==> config.mk <==
export PLATFORM = sky130hd
export DESIGN_NAME = differential_drive_pose_integrator
export DESIGN_NICKNAME = d
export VERILOG_FILES = /design/src/sv/ddpi_pkg.sv /design/src/sv/differential_drive_pose_integrator.sv /design/src/sv/ddpi_cordic.sv
export SDC_FILE = /design/constraint.sdc
export NUM_CORES = 2
export LEC_CHECK = 0
export BUFFER_PORTS_ARGS = -buffer_cell sky130_fd_sc_hd__clkbuf_2
export CELL_PAD_IN_SITES_DETAIL_PLACEMENT = 1
export CELL_PAD_IN_SITES_GLOBAL_PLACEMENT = 2
export CORE_MARGIN = 2
export CORE_UTILIZATION = 45
export CTS_CLUSTER_DIAMETER = 50
export DETAILED_ROUTE_END_ITERATION = 8
export PLACE_DENSITY_LB_ADDON = 0.2
export SLEW_MARGIN = 20
export SYNTH_ARGS = -nofsm -noshare
export SYNTH_HDL_FRONTEND = slang
export SYNTH_SLANG_ARGS = --single-unit
==> constraint.sdc <==
create_clock -name clk -period 18.1 [get_ports clk]
set_input_delay 3.62 -clock clk [delete_from_list [all_inputs] [get_ports clk]]
set_output_delay 3.62 -clock clk [all_outputs]
set_load 0.005 [all_outputs]
==> src/sv/ddpi_pkg.sv <==
// Shared types, constants and the CORDIC arctangent table for the pose integrator.
// No dependencies; every other file imports this package.
package ddpi_pkg;

	localparam int CORDIC_STEPS = 24;
	localparam int CNT_W        = $clog2(CORDIC_STEPS);
	localparam int ATAN_IDX_W   = 5;
	localparam int CFG_IDX_W    = 1;

	localparam logic signed [31:0] CORDIC_GAIN_Q30 = 32'sd652032874;
	localparam logic signed [31:0] QUARTER_TURN    = 32'sd1073741824;
	localparam logic [31:0]        HALF_TURN       = 32'h8000_0000;

	typedef enum logic [CFG_IDX_W-1:0] {
		REG_METERS_PER_TICK = 1'b0,
		REG_ANGLE_PER_TICK  = 1'b1
	} cfg_reg_t;

	typedef enum logic [0:0] {
		CMD_TICK     = 1'b0,
		CMD_SET_POSE = 1'b1
	} cmd_t;

	typedef enum logic [3:0] {
		ST_IDLE,
		ST_MDIST,
		ST_MDTH,
		ST_FOLD,
		ST_ROT,
		ST_MCOS,
		ST_MSIN,
		ST_ADDY,
		ST_DONE
	} state_t;

	typedef struct packed {
		logic load;
		logic step;
	} cordic_ctrl_t;

	// arctan(2^-i) in binary-angle units (2^31 = pi)
	function automatic logic signed [31:0] atan_lut(input logic [ATAN_IDX_W-1:0] idx);
		logic signed [31:0] v;
		case (idx)
			5'd0:  v = 32'sd536870912;
			5'd1:  v = 32'sd316933406;
			5'd2:  v = 32'sd167458907;
			5'd3:  v = 32'sd85004756;
			5'd4:  v = 32'sd42667331;
			5'd5:  v = 32'sd21354465;
			5'd6:  v = 32'sd10679838;
			5'd7:  v = 32'sd5340245;
			5'd8:  v = 32'sd2670163;
			5'd9:  v = 32'sd1335087;
			5'd10: v = 32'sd667544;
			5'd11: v = 32'sd333772;
			5'd12: v = 32'sd166886;
			5'd13: v = 32'sd83443;
			5'd14: v = 32'sd41722;
			5'd15: v = 32'sd20861;
			5'd16: v = 32'sd10430;
			5'd17: v = 32'sd5215;
			5'd18: v = 32'sd2608;
			5'd19: v = 32'sd1304;
			5'd20: v = 32'sd652;
			5'd21: v = 32'sd326;
			5'd22: v = 32'sd163;
			5'd23: v = 32'sd81;
			5'd24: v = 32'sd41;
			5'd25: v = 32'sd20;
			5'd26: v = 32'sd10;
			5'd27: v = 32'sd5;
			5'd28: v = 32'sd3;
			5'd29: v = 32'sd1;
			5'd30: v = 32'sd1;
			default: v = 32'sd0;
		endcase
		return v;
	endfunction

endpackage

==> src/sv/differential_drive_pose_integrator.sv <==
// Dead-reckoning pose integrator. Integrate: distance and heading multiplies, fold, CORDIC loop,
// cos/sin multiplies and y add in turn; the next item waits until the result is loaded, set by
// the CORDIC loop and the single shared 33x32 multiplier. Set pose loads the pose, no result.
// A pending result waits in the output register while the next item is taken.
// arst_n clears pose, heading, configuration registers and handshake state at once; no clearing pass.
module differential_drive_pose_integrator (
	input  logic                         clk,
	input  logic                         arst_n,
	input  logic                         cfg_we,
	input  logic [ddpi_pkg::CFG_IDX_W-1:0] cfg_index,
	input  logic [31:0]                  cfg_data,
	input  logic                         in_valid,
	output logic                         in_ready,
	input  logic                         cmd,
	input  logic signed [15:0]           left_ticks,
	input  logic signed [15:0]           right_ticks,
	input  logic [63:0]                  time_us,
	input  logic signed [31:0]           pose_x,
	input  logic signed [31:0]           pose_y,
	input  logic signed [31:0]           pose_heading,
	output logic                         out_valid,
	input  logic                         out_ready,
	output logic [63:0]                  stamp_us,
	output logic signed [31:0]           out_x,
	output logic signed [31:0]           out_y,
	output logic signed [31:0]           out_heading
);
	import ddpi_pkg::*;

	state_t state_q, state_nxt;

	logic [31:0]        mpt_q, apt_q;
	logic signed [31:0] pos_x_q, pos_y_q;
	logic [31:0]        heading_q, newhead_q;
	logic signed [16:0] sum_q, diff_q;
	logic [63:0]        time_q;
	logic signed [64:0] prod_q;
	logic signed [32:0] dist_q;
	logic               out_valid_q;

	logic               in_xfer, out_free, load_out;
	logic signed [32:0] mul_a;
	logic signed [31:0] mul_b;
	logic signed [64:0] mul_p;
	logic signed [64:0] rnd;
	logic signed [33:0] delta;
	logic signed [31:0] acc_in, acc_out;
	logic signed [34:0] acc_sum;
	logic [31:0]        mid;
	logic signed [31:0] cos_v, sin_v;
	logic               rot_last;
	cordic_ctrl_t       cctrl;

	assign in_ready  = (state_q == ST_IDLE);
	assign in_xfer   = in_valid && in_ready;
	assign out_valid = out_valid_q;
	assign out_free  = !out_valid_q || out_ready;
	assign load_out  = (state_q == ST_DONE) && out_free;

	ddpi_cordic u_cordic (
		.clk     (clk),
		.arst_n  (arst_n),
		.ctrl    (cctrl),
		.angle   (mid),
		.cos_val (cos_v),
		.sin_val (sin_v),
		.last    (rot_last)
	);

	// sequencer
	always_comb begin
		state_nxt  = state_q;
		cctrl.load = 1'b0;
		cctrl.step = 1'b0;
		case (state_q)
			ST_IDLE:  if (in_xfer && (cmd == CMD_TICK)) state_nxt = ST_MDIST;
			ST_MDIST: state_nxt = ST_MDTH;
			ST_MDTH:  state_nxt = ST_FOLD;
			ST_FOLD: begin
				cctrl.load = 1'b1;
				state_nxt  = ST_ROT;
			end
			ST_ROT: begin
				cctrl.step = 1'b1;
				if (rot_last) state_nxt = ST_MCOS;
			end
			ST_MCOS:  state_nxt = ST_MSIN;
			ST_MSIN:  state_nxt = ST_ADDY;
			ST_ADDY:  state_nxt = ST_DONE;
			ST_DONE:  if (out_free) state_nxt = ST_IDLE;
			default:  state_nxt = ST_IDLE;
		endcase
	end

	// shared multiplier operand select
	always_comb begin
		case (state_q)
			ST_MDIST: begin
				mul_a = {1'b0, mpt_q};
				mul_b = 32'(sum_q);
			end
			ST_MDTH: begin
				mul_a = {1'b0, apt_q};
				mul_b = 32'(diff_q);
			end
			ST_MSIN: begin
				mul_a = dist_q;
				mul_b = sin_v;
			end
			default: begin
				mul_a = dist_q;
				mul_b = cos_v;
			end
		endcase
	end
	assign mul_p = mul_a * mul_b;

	// mid-step heading: heading plus half the heading change, floor-halved
	assign mid = heading_q + prod_q[32:1];

	// shared round-and-saturate accumulate, x then y
	assign rnd     = prod_q + 65'sd1073741824;
	assign delta   = rnd[64:31];
	assign acc_in  = (state_q == ST_ADDY) ? pos_y_q : pos_x_q;
	assign acc_sum = 35'(acc_in) + 35'(delta);
	always_comb begin
		if (acc_sum[34:31] == 4'b0000 || acc_sum[34:31] == 4'b1111) begin
			acc_out = acc_sum[31:0];
		end else if (acc_sum[34]) begin
			acc_out = 32'sh8000_0000;
		end else begin
			acc_out = 32'sh7FFF_FFFF;
		end
	end

	always_ff @(posedge clk or negedge arst_n) begin
		if (!arst_n) begin
			state_q <= ST_IDLE;
		end else begin
			state_q <= state_nxt;
		end
	end

	always_ff @(posedge clk or negedge arst_n) begin
		if (!arst_n) begin
			mpt_q <= '0;
			apt_q <= '0;
		end else if (cfg_we) begin
			case (cfg_reg_t'(cfg_index))
				REG_METERS_PER_TICK: mpt_q <= cfg_data;
				REG_ANGLE_PER_TICK:  apt_q <= cfg_data;
				default: ;
			endcase
		end
	end

	always_ff @(posedge clk or negedge arst_n) begin
		if (!arst_n) begin
			pos_x_q   <= '0;
			pos_y_q   <= '0;
			heading_q <= '0;
		end else if (in_xfer && (cmd == CMD_SET_POSE)) begin
			pos_x_q   <= pose_x;
			pos_y_q   <= pose_y;
			heading_q <= pose_heading;
		end else if (state_q == ST_MSIN) begin
			pos_x_q <= acc_out;
		end else if (state_q == ST_ADDY) begin
			pos_y_q   <= acc_out;
			heading_q <= newhead_q;
		end
	end

	always_ff @(posedge clk or negedge arst_n) begin
		if (!arst_n) begin
			out_valid_q <= 1'b0;
		end else if (load_out) begin
			out_valid_q <= 1'b1;
		end else if (out_ready) begin
			out_valid_q <= 1'b0;
		end
	end

	always_ff @(posedge clk) begin
		if (in_xfer) begin
			sum_q  <= 17'(left_ticks) + 17'(right_ticks);
			diff_q <= 17'(right_ticks) - 17'(left_ticks);
			time_q <= time_us;
		end
		case (state_q)
			ST_MDIST, ST_MCOS, ST_MSIN: prod_q <= mul_p;
			ST_MDTH: begin
				dist_q <= prod_q[48:16];
				prod_q <= mul_p;
			end
			ST_FOLD: newhead_q <= heading_q + prod_q[31:0];
			default: ;
		endcase
		if (load_out) begin
			stamp_us    <= time_q;
			out_x       <= pos_x_q;
			out_y       <= pos_y_q;
			out_heading <= heading_q;
		end
	end

endmodule

==> src/sv/ddpi_cordic.sv <==
// Iterative rotation-mode CORDIC: one micro-rotation per step, shared barrel shifts.
// Depends on ddpi_pkg (step count, gain, arctangent table, control struct).
module ddpi_cordic (
	input  logic                  clk,
	input  logic                  arst_n,
	input  ddpi_pkg::cordic_ctrl_t ctrl,
	input  logic [31:0]           angle,
	output logic signed [31:0]    cos_val,
	output logic signed [31:0]    sin_val,
	output logic                  last
);
	import ddpi_pkg::*;

	logic signed [31:0] x_q, y_q, z_q;
	logic               flip_q;
	logic [CNT_W-1:0]   cnt_q;

	logic signed [31:0] ang_s, xs, ys, atan_v;
	logic               wide;

	assign ang_s  = $signed(angle);
	assign wide   = (ang_s > QUARTER_TURN) || (ang_s < -QUARTER_TURN);
	assign xs     = x_q >>> cnt_q;
	assign ys     = y_q >>> cnt_q;
	assign atan_v = atan_lut(ATAN_IDX_W'(cnt_q));
	assign last   = (cnt_q == CNT_W'(CORDIC_STEPS - 1));

	// outside +/- a quarter turn: rotate by half a turn, negate the results
	assign cos_val = flip_q ? -x_q : x_q;
	assign sin_val = flip_q ? -y_q : y_q;

	always_ff @(posedge clk or negedge arst_n) begin
		if (!arst_n) begin
			cnt_q <= '0;
		end else if (ctrl.load) begin
			cnt_q <= '0;
		end else if (ctrl.step && !last) begin
			cnt_q <= cnt_q + CNT_W'(1);
		end
	end

	always_ff @(posedge clk) begin
		if (ctrl.load) begin
			x_q    <= CORDIC_GAIN_Q30;
			y_q    <= '0;
			z_q    <= wide ? $signed(angle + HALF_TURN) : ang_s;
			flip_q <= wide;
		end else if (ctrl.step) begin
			if (!z_q[31]) begin
				x_q <= x_q - ys;
				y_q <= y_q + xs;
				z_q <= z_q - atan_v;
			end else begin
				x_q <= x_q + ys;
				y_q <= y_q - xs;
				z_q <= z_q + atan_v;
			end
		end
	end

endmodule

* After elaboration in Yosys (flattened, before gate mapping)
Memories as Yosys holds them, arrays and structs flattened.
Cells that the tools add are included.
** Cells by class
- Bitwise operators :: 2
- Muxes and demuxes :: 31
- Order comparisons :: 2
- Shift operators :: 2
- Eq/ne operators :: 14
- Add/subtract/negate cells :: 16
- Reduce and logical (&&, ||, !) cells :: 22
- $mul :: 1
** Operator list (number)
- two-way mux 32 bit :: 19
- adder 32 bit :: 5
- one-hot mux 32 bit (3 select lines) :: 1
- subtractor 32 bit :: 3
- one-hot mux 33 bit (2 select lines) :: 1
- adder 65 x 32 -> 65 bit, second input constant :: 1
- multiplier 33 x 32 -> 65 bit :: 1
- negation 32 bit :: 2
- >>> shifter 32 x 5 -> 32 bit :: 2
- one-hot mux 4 bit (9 select lines) :: 1
- adder 32 x 34 -> 35 bit :: 1
- adder 32 bit, second input constant :: 1
- greater-than comparator 32 bit, second input constant :: 1
- less-than comparator 32 x 31 -> 1 bit, second input constant :: 1
- adder 16 x 16 -> 17 bit :: 1
- subtractor 16 x 16 -> 17 bit :: 1
- equality test 4 x 3 -> 1 bit, second input constant :: 4
- two-way mux 4 bit :: 3
- two-way mux 5 bit :: 2
- nonzero test 2 bit :: 5
- equality test 4 x 2 -> 1 bit, second input constant :: 2
- equality test 4 bit, second input constant :: 2
- logical NOT 4 bit :: 2
- AND reduction 2 bit :: 3
- 12 further kinds :: 25
** Storage, ports and cells
- Output and inout port bits :: 162
- Logic and storage cells :: 113
- Register bits after elaboration :: 655
- ROM bits :: 960
- Memories kept :: 1
- Bits of input ports :: 231
** Memories
- (name not given) :: depth 32, width 30, read ports 1, clocked after Yosys merged registers in 0, wr ports 0, line ddpi_pkg.sv:44 : case (idx)

* Depth between registers and ports, before layout
- Word-level depth :: 9
- Mapped depth :: 41
- Gate-level depth less buffers :: 38

* By module
From an unflattened synthesis, not the netlist that was laid out.
** Second synthesis, totals
- Cell total of the unflattened synthesis :: 8380
- Area, all modules :: 80033.0 sq um
** By module, submodules not included
- differential_drive_pose_integrator :: area an instance 63035.5 sq um, times used 1, cells an instance 6269, sequential area each 15750.1 sq um
- ddpi_cordic :: area an instance 16997.6 sq um, times used 1, cells an instance 2111, sequential area each 2397.3 sq um

* Worst setup path after synthesis
No wires, ideal clock.
- Path type :: input -> register
- Start point :: input out_ready
- End point :: register out_heading[0], enable pin
- Path slack :: 6611 ps
- Stages :: 2
- Data required time :: 17400 ps
- Library setup time :: 700 ps
- Path buffers :: 0
- Data arrival time :: 10788 ps
- Cells stage by stage :: nand2b_1 > nor2b_1
** Between the ends
- Longest elaborated chain between the ends :: 2
** Ends and longest elaborated chain
- from (decl) :: line differential_drive_pose_integrator.sv:22 : input logic out_ready,
- logical OR 1 bit :: line differential_drive_pose_integrator.sv:57 : assign out_free = !out_valid_q || out_ready;
- logical AND 1 bit :: line differential_drive_pose_integrator.sv:58 : assign load_out = (state_q == ST_DONE) && out_free;
- net load_out :: line differential_drive_pose_integrator.sv:41 : logic in_xfer, out_free, load_out;
- to (signal assigned) :: line differential_drive_pose_integrator.sv:203 : out_heading <= heading_q;
- to (decl) :: line differential_drive_pose_integrator.sv:26 : output logic signed [31:0] out_heading
The timed path passes the listed nets, and every way through them passes these cells.
A chain may end at the register's enable or synchronous reset.

* Worst setup path after layout
- Start point :: register state_q[1]
- End point :: register prod_q[62], data pin
** Between the ends
- Longest elaborated chain between the ends :: 3
- Elaborated cells between the ends (all ways) :: 6
- Classes of those cells :: mul: 1; eq/ne: 3; mux: 2
** Ends and longest elaborated chain
- from (decl) :: line differential_drive_pose_integrator.sv:30 : state_t state_q, state_nxt;
- from (signal assigned) :: line differential_drive_pose_integrator.sv:140 : state_q <= state_nxt;
- equality test 4 x 3 -> 1 bit (tied with other cells) :: line differential_drive_pose_integrator.sv:97 : case (state_q)
- one-hot mux 32 bit (3 select lines) / one-hot mux 33 bit (2 select lines) (equally long branches) :: line differential_drive_pose_integrator.sv:97
- multiplier 33 x 32 -> 65 bit (*) :: line differential_drive_pose_integrator.sv:116 : assign mul_p = mul_a * mul_b;
- net mul_p[62] :: line differential_drive_pose_integrator.sv:44 : logic signed [64:0] mul_p;
- to (signal assigned) :: line differential_drive_pose_integrator.sv:191 : ST_MDIST, ST_MCOS, ST_MSIN: prod_q <= mul_p;
- to (signal assigned) :: line differential_drive_pose_integrator.sv:194 : prod_q <= mul_p;
- to (decl) :: line differential_drive_pose_integrator.sv:37 : logic signed [64:0] prod_q;
The timed path passes the listed nets; every way through them passes the cells marked *.

==> impl_metrics.tcl <==
set metrics [dict create \
    fin_skew_ns 0.0858 \
    drt_wl_total_um 293000 \
    cpMostUsedCell "fa_1" \
    netlist_instances 8185 \
    clkLatencyLatePin_ns 0.77 \
    fill_cells 19500 \
    gp_congestion 0.960 \
    yosysWarnings 0 \
    relSlewSlack 0.233 \
    cts_tree "yes" \
    antenna_found_initial 31 \
    slowest_delay_ns 0.90 \
    synth.distinct_cells 106 \
    seqCellArea_mm2 0.0182 \
    drive_gt1_frac 0.115 \
    wire_per_inst_um 27.1 \
    post-route-min-period_ns 11.52 \
    ctsResizeCount 0 \
    area_delta_synth_final_pct 10.3 \
    fin_crit_sh 0.637 \
    seq_area_frac_synth 0.232 \
    status "finished, final reports clean" \
    multi_input_area_mm2 0.0539 \
    post_dp_cell_area_mm2 0.0826 \
    drc 0 \
    drt_iter0_markers 4711 \
    numCtsBuffers 96 \
    num_rows 152 \
    critPathLaunch "state_q[1]" \
    finalHoldViolCount 0 \
    reg2reg_slack_ns 6.58 \
    cap_viol_max_count 0 \
    dr.pass1.iters 6 \
    cp_data_arrival_time_ns 12.02 \
    place_hpwl_um 231000 \
    synth_top_cell_by_area "fa_1" \
    die_w_um 420 \
    core_area_mm2 0.172 \
    ant_nets 0 \
    setup_violations 0 \
    first_global_vias 68100 \
    cp_slowest_cell "nand3_2" \
    cp-start-kind "flop" \
    syn_area_mm2 0.0781 \
    viasPerCell 5.80 \
    grt_max_degree 74 \
    fmax_mhz 86.8 \
    synth_top_area_share 0.287 \
    cts_setup_buffers 0 \
    grt_overflow_total 0 \
    track_usage 0.335 \
    stdcell_area_mm2 0.0861 \
    ys.flop_type "edfxtp_1" \
    cts_buffer_depth 3 \
    setup-tns-final_ns 0 \
    cts_root_buf "clkbuf_16" \
    synth_edf_count 420 \
    path_clk_slew_ns 0.06 \
    postSynth.asyncResetShare 0.260 \
    worstReg2RegEnd "prod_q[62]" \
    vias 62700 \
    crit_required_ns 18.59 \
    endpoint "prod_q[62]" \
    end_kind "flop" \
    rsz0062_at_grt "false" \
    ys_ff_latch 654 \
    reg2reg_from "state_q[1]" \
    path_class "flop to flop" \
    nets 10200 \
    start_util 0.454 \
    worstMarginPinSlew_ns 1.15 \
    cts-htree-levels 3 \
    yosys-top-cells-area "fa_1, edfxtp_1, ha_1, inv_1, dfrtp_1" \
    grt_pass1_wl_um 441000 \
    cts_sinks 654 \
    drv_slew 0 \
    syn_avg_cell_area_um2 9.54 \
    synth_nets 9955 \
    die_height_um 420 \
    worstRegToRegCells 29 \
    hold_class "flop to flop" \
    io_pins 393 \
    cp_max_fo 31 \
    postCtsHoldBufs 0 \
    port_buffers 392 \
    dieArea_mm2 0.177 \
]
## kinds of logic (layout without fill, tap and decap cells)
family / after synthesis / in the layout / synth area share
other: 0 / 21 / 0
multiplexers: 219 / 219 / 0.0414
XOR/XNOR: 443 / 443 / 0.0497
AO/OA/AOI/OAI: 1319 / 1319 / 0.109
adder cells (fa/ha/maj): 1539 / 1539 / 0.354
AND/OR/NAND/NOR: 2389 / 2389 / 0.133
buffers and inverters: 1622 / 1913 / 0.0796
flip-flops: 654 / 654 / 0.232
## cell usage in the layout, fill, tap and decap left out, types with 65 or more instances in the layout
cell type,instances
inv_1,1180
nand2_1,1124
fa_1,1120
nor2_1,670
edfxtp_1,420
ha_1,419
clkbuf_2,391
a21oi_1,387
xnor2_1,261
o21ai_0,236
xor2_1,182
dfrtp_1,165
buf_4,153
a21o_1,120
and3_1,102
clkbuf_16,97
and2_1,86
mux2_2,85
a22oi_1,81
o211ai_1,73
nand2b_1,71
nand3_1,65
## cell usage after synthesis (27+ instances only)
cell type	instances
clkbuf_1	355
mux4_2	64
o211ai_1	73
mux2i_1	60
edfxtp_1	420
dfrtp_1	170
nor3_1	61
and3_1	103
nand2b_1	72
o21bai_1	39
xor2_1	182
o21ai_0	240
nand4_1	34
and2_1	90
a21o_1	120
dfxtp_1	64
fa_1	1120
a31oi_1	46
nand3_1	69
a21oi_1	394
nand2_1	1129
xnor2_1	261
ha_1	419
o21a_1	36
inv_1	1182
a22oi_1	81
a211oi_1	27
mux2_2	85
buf_1	42
nor2b_1	46
o31ai_1	37
nor2_1	676
## registers in the layout, indices dropped and copies added (netlist names)
register         count
u_cordic.y_q        32
prod_q              65
heading_q           32
diff_q              16
newhead_q           32
u_cordic.flip_q      1
sum_q               17
apt_q               32
out_heading         32
state_q              4
out_x               32
mpt_q               32
u_cordic.cnt_q       5
pos_x_q             32
time_q              64
pos_y_q             32
out_y               32
out_valid            1
u_cordic.z_q        32
dist_q              33
stamp_us            64
u_cordic.x_q        32
## stage by stage
step           hold WS, ns  worst slack [ns]  std cells   util
6_report             0.420              6.58      10800  0.501
3_3_place_gp         0.401              6.08      10600  0.480
4_1_cts              0.420              6.47      10800  0.501
5_1_grt              0.424              6.09      10800  0.501
3_5_place_dp         0.406              6.49      10600  0.480
2_1_floorplan        0.400              6.61       8185      -
## worst max-delay path: cells and delay by family (launching register included)
kind                     cells  cell delay (ns)
AND/OR/NAND/NOR              7             2.53
buffers and inverters        2             0.34
adder cells (fa/ha/maj)      9             4.35
flip-flops                   1             0.47
AO/OA/AOI/OAI               11             3.51
## per-layer routing
metal / vias up / global-route usage / wire (um)
met5: - / 0 / 28
met4: 4 / 0.144 / 13100
met3: 534 / 0.0426 / 15000
met2: 1830 / 0.571 / 145000
met1: 33100 / 0.428 / 120000
li1: 27200 / - / -
## how the worst min path moves through the flow
stage          cells past startpoint        from  slack [ns]           end
2_1_floorplan                      0   time_q[0]        0.40   stamp_us[0]
3_3_place_gp                       0  time_q[23]        0.40  stamp_us[23]
3_5_place_dp                       0   time_q[6]        0.41   stamp_us[6]
4_1_cts                            0   time_q[6]        0.42   stamp_us[6]
5_1_grt                            0  time_q[30]        0.42  stamp_us[30]
6_report                           0  time_q[43]        0.42  stamp_us[43]
## final cells by class
| class | count | area share |
|---|---|---|
| Antenna cell | 21 | 0.000610 |
| Clock buffer | 110 | 0.0292 |
| Clock inverter | 70 | 0.0117 |
| Inverter | 1188 | 0.0518 |
| Multi-Input combinational cell | 5909 | 0.626 |
| Sequential cell | 654 | 0.211 |
| Tap cell | 2310 | 0.0336 |
| Timing Repair Buffer | 545 | 0.0362 |
Power is left out: the tool's default activity adds up to more than one toggle a clock period on the data nets, which glitch-free logic cannot reach.
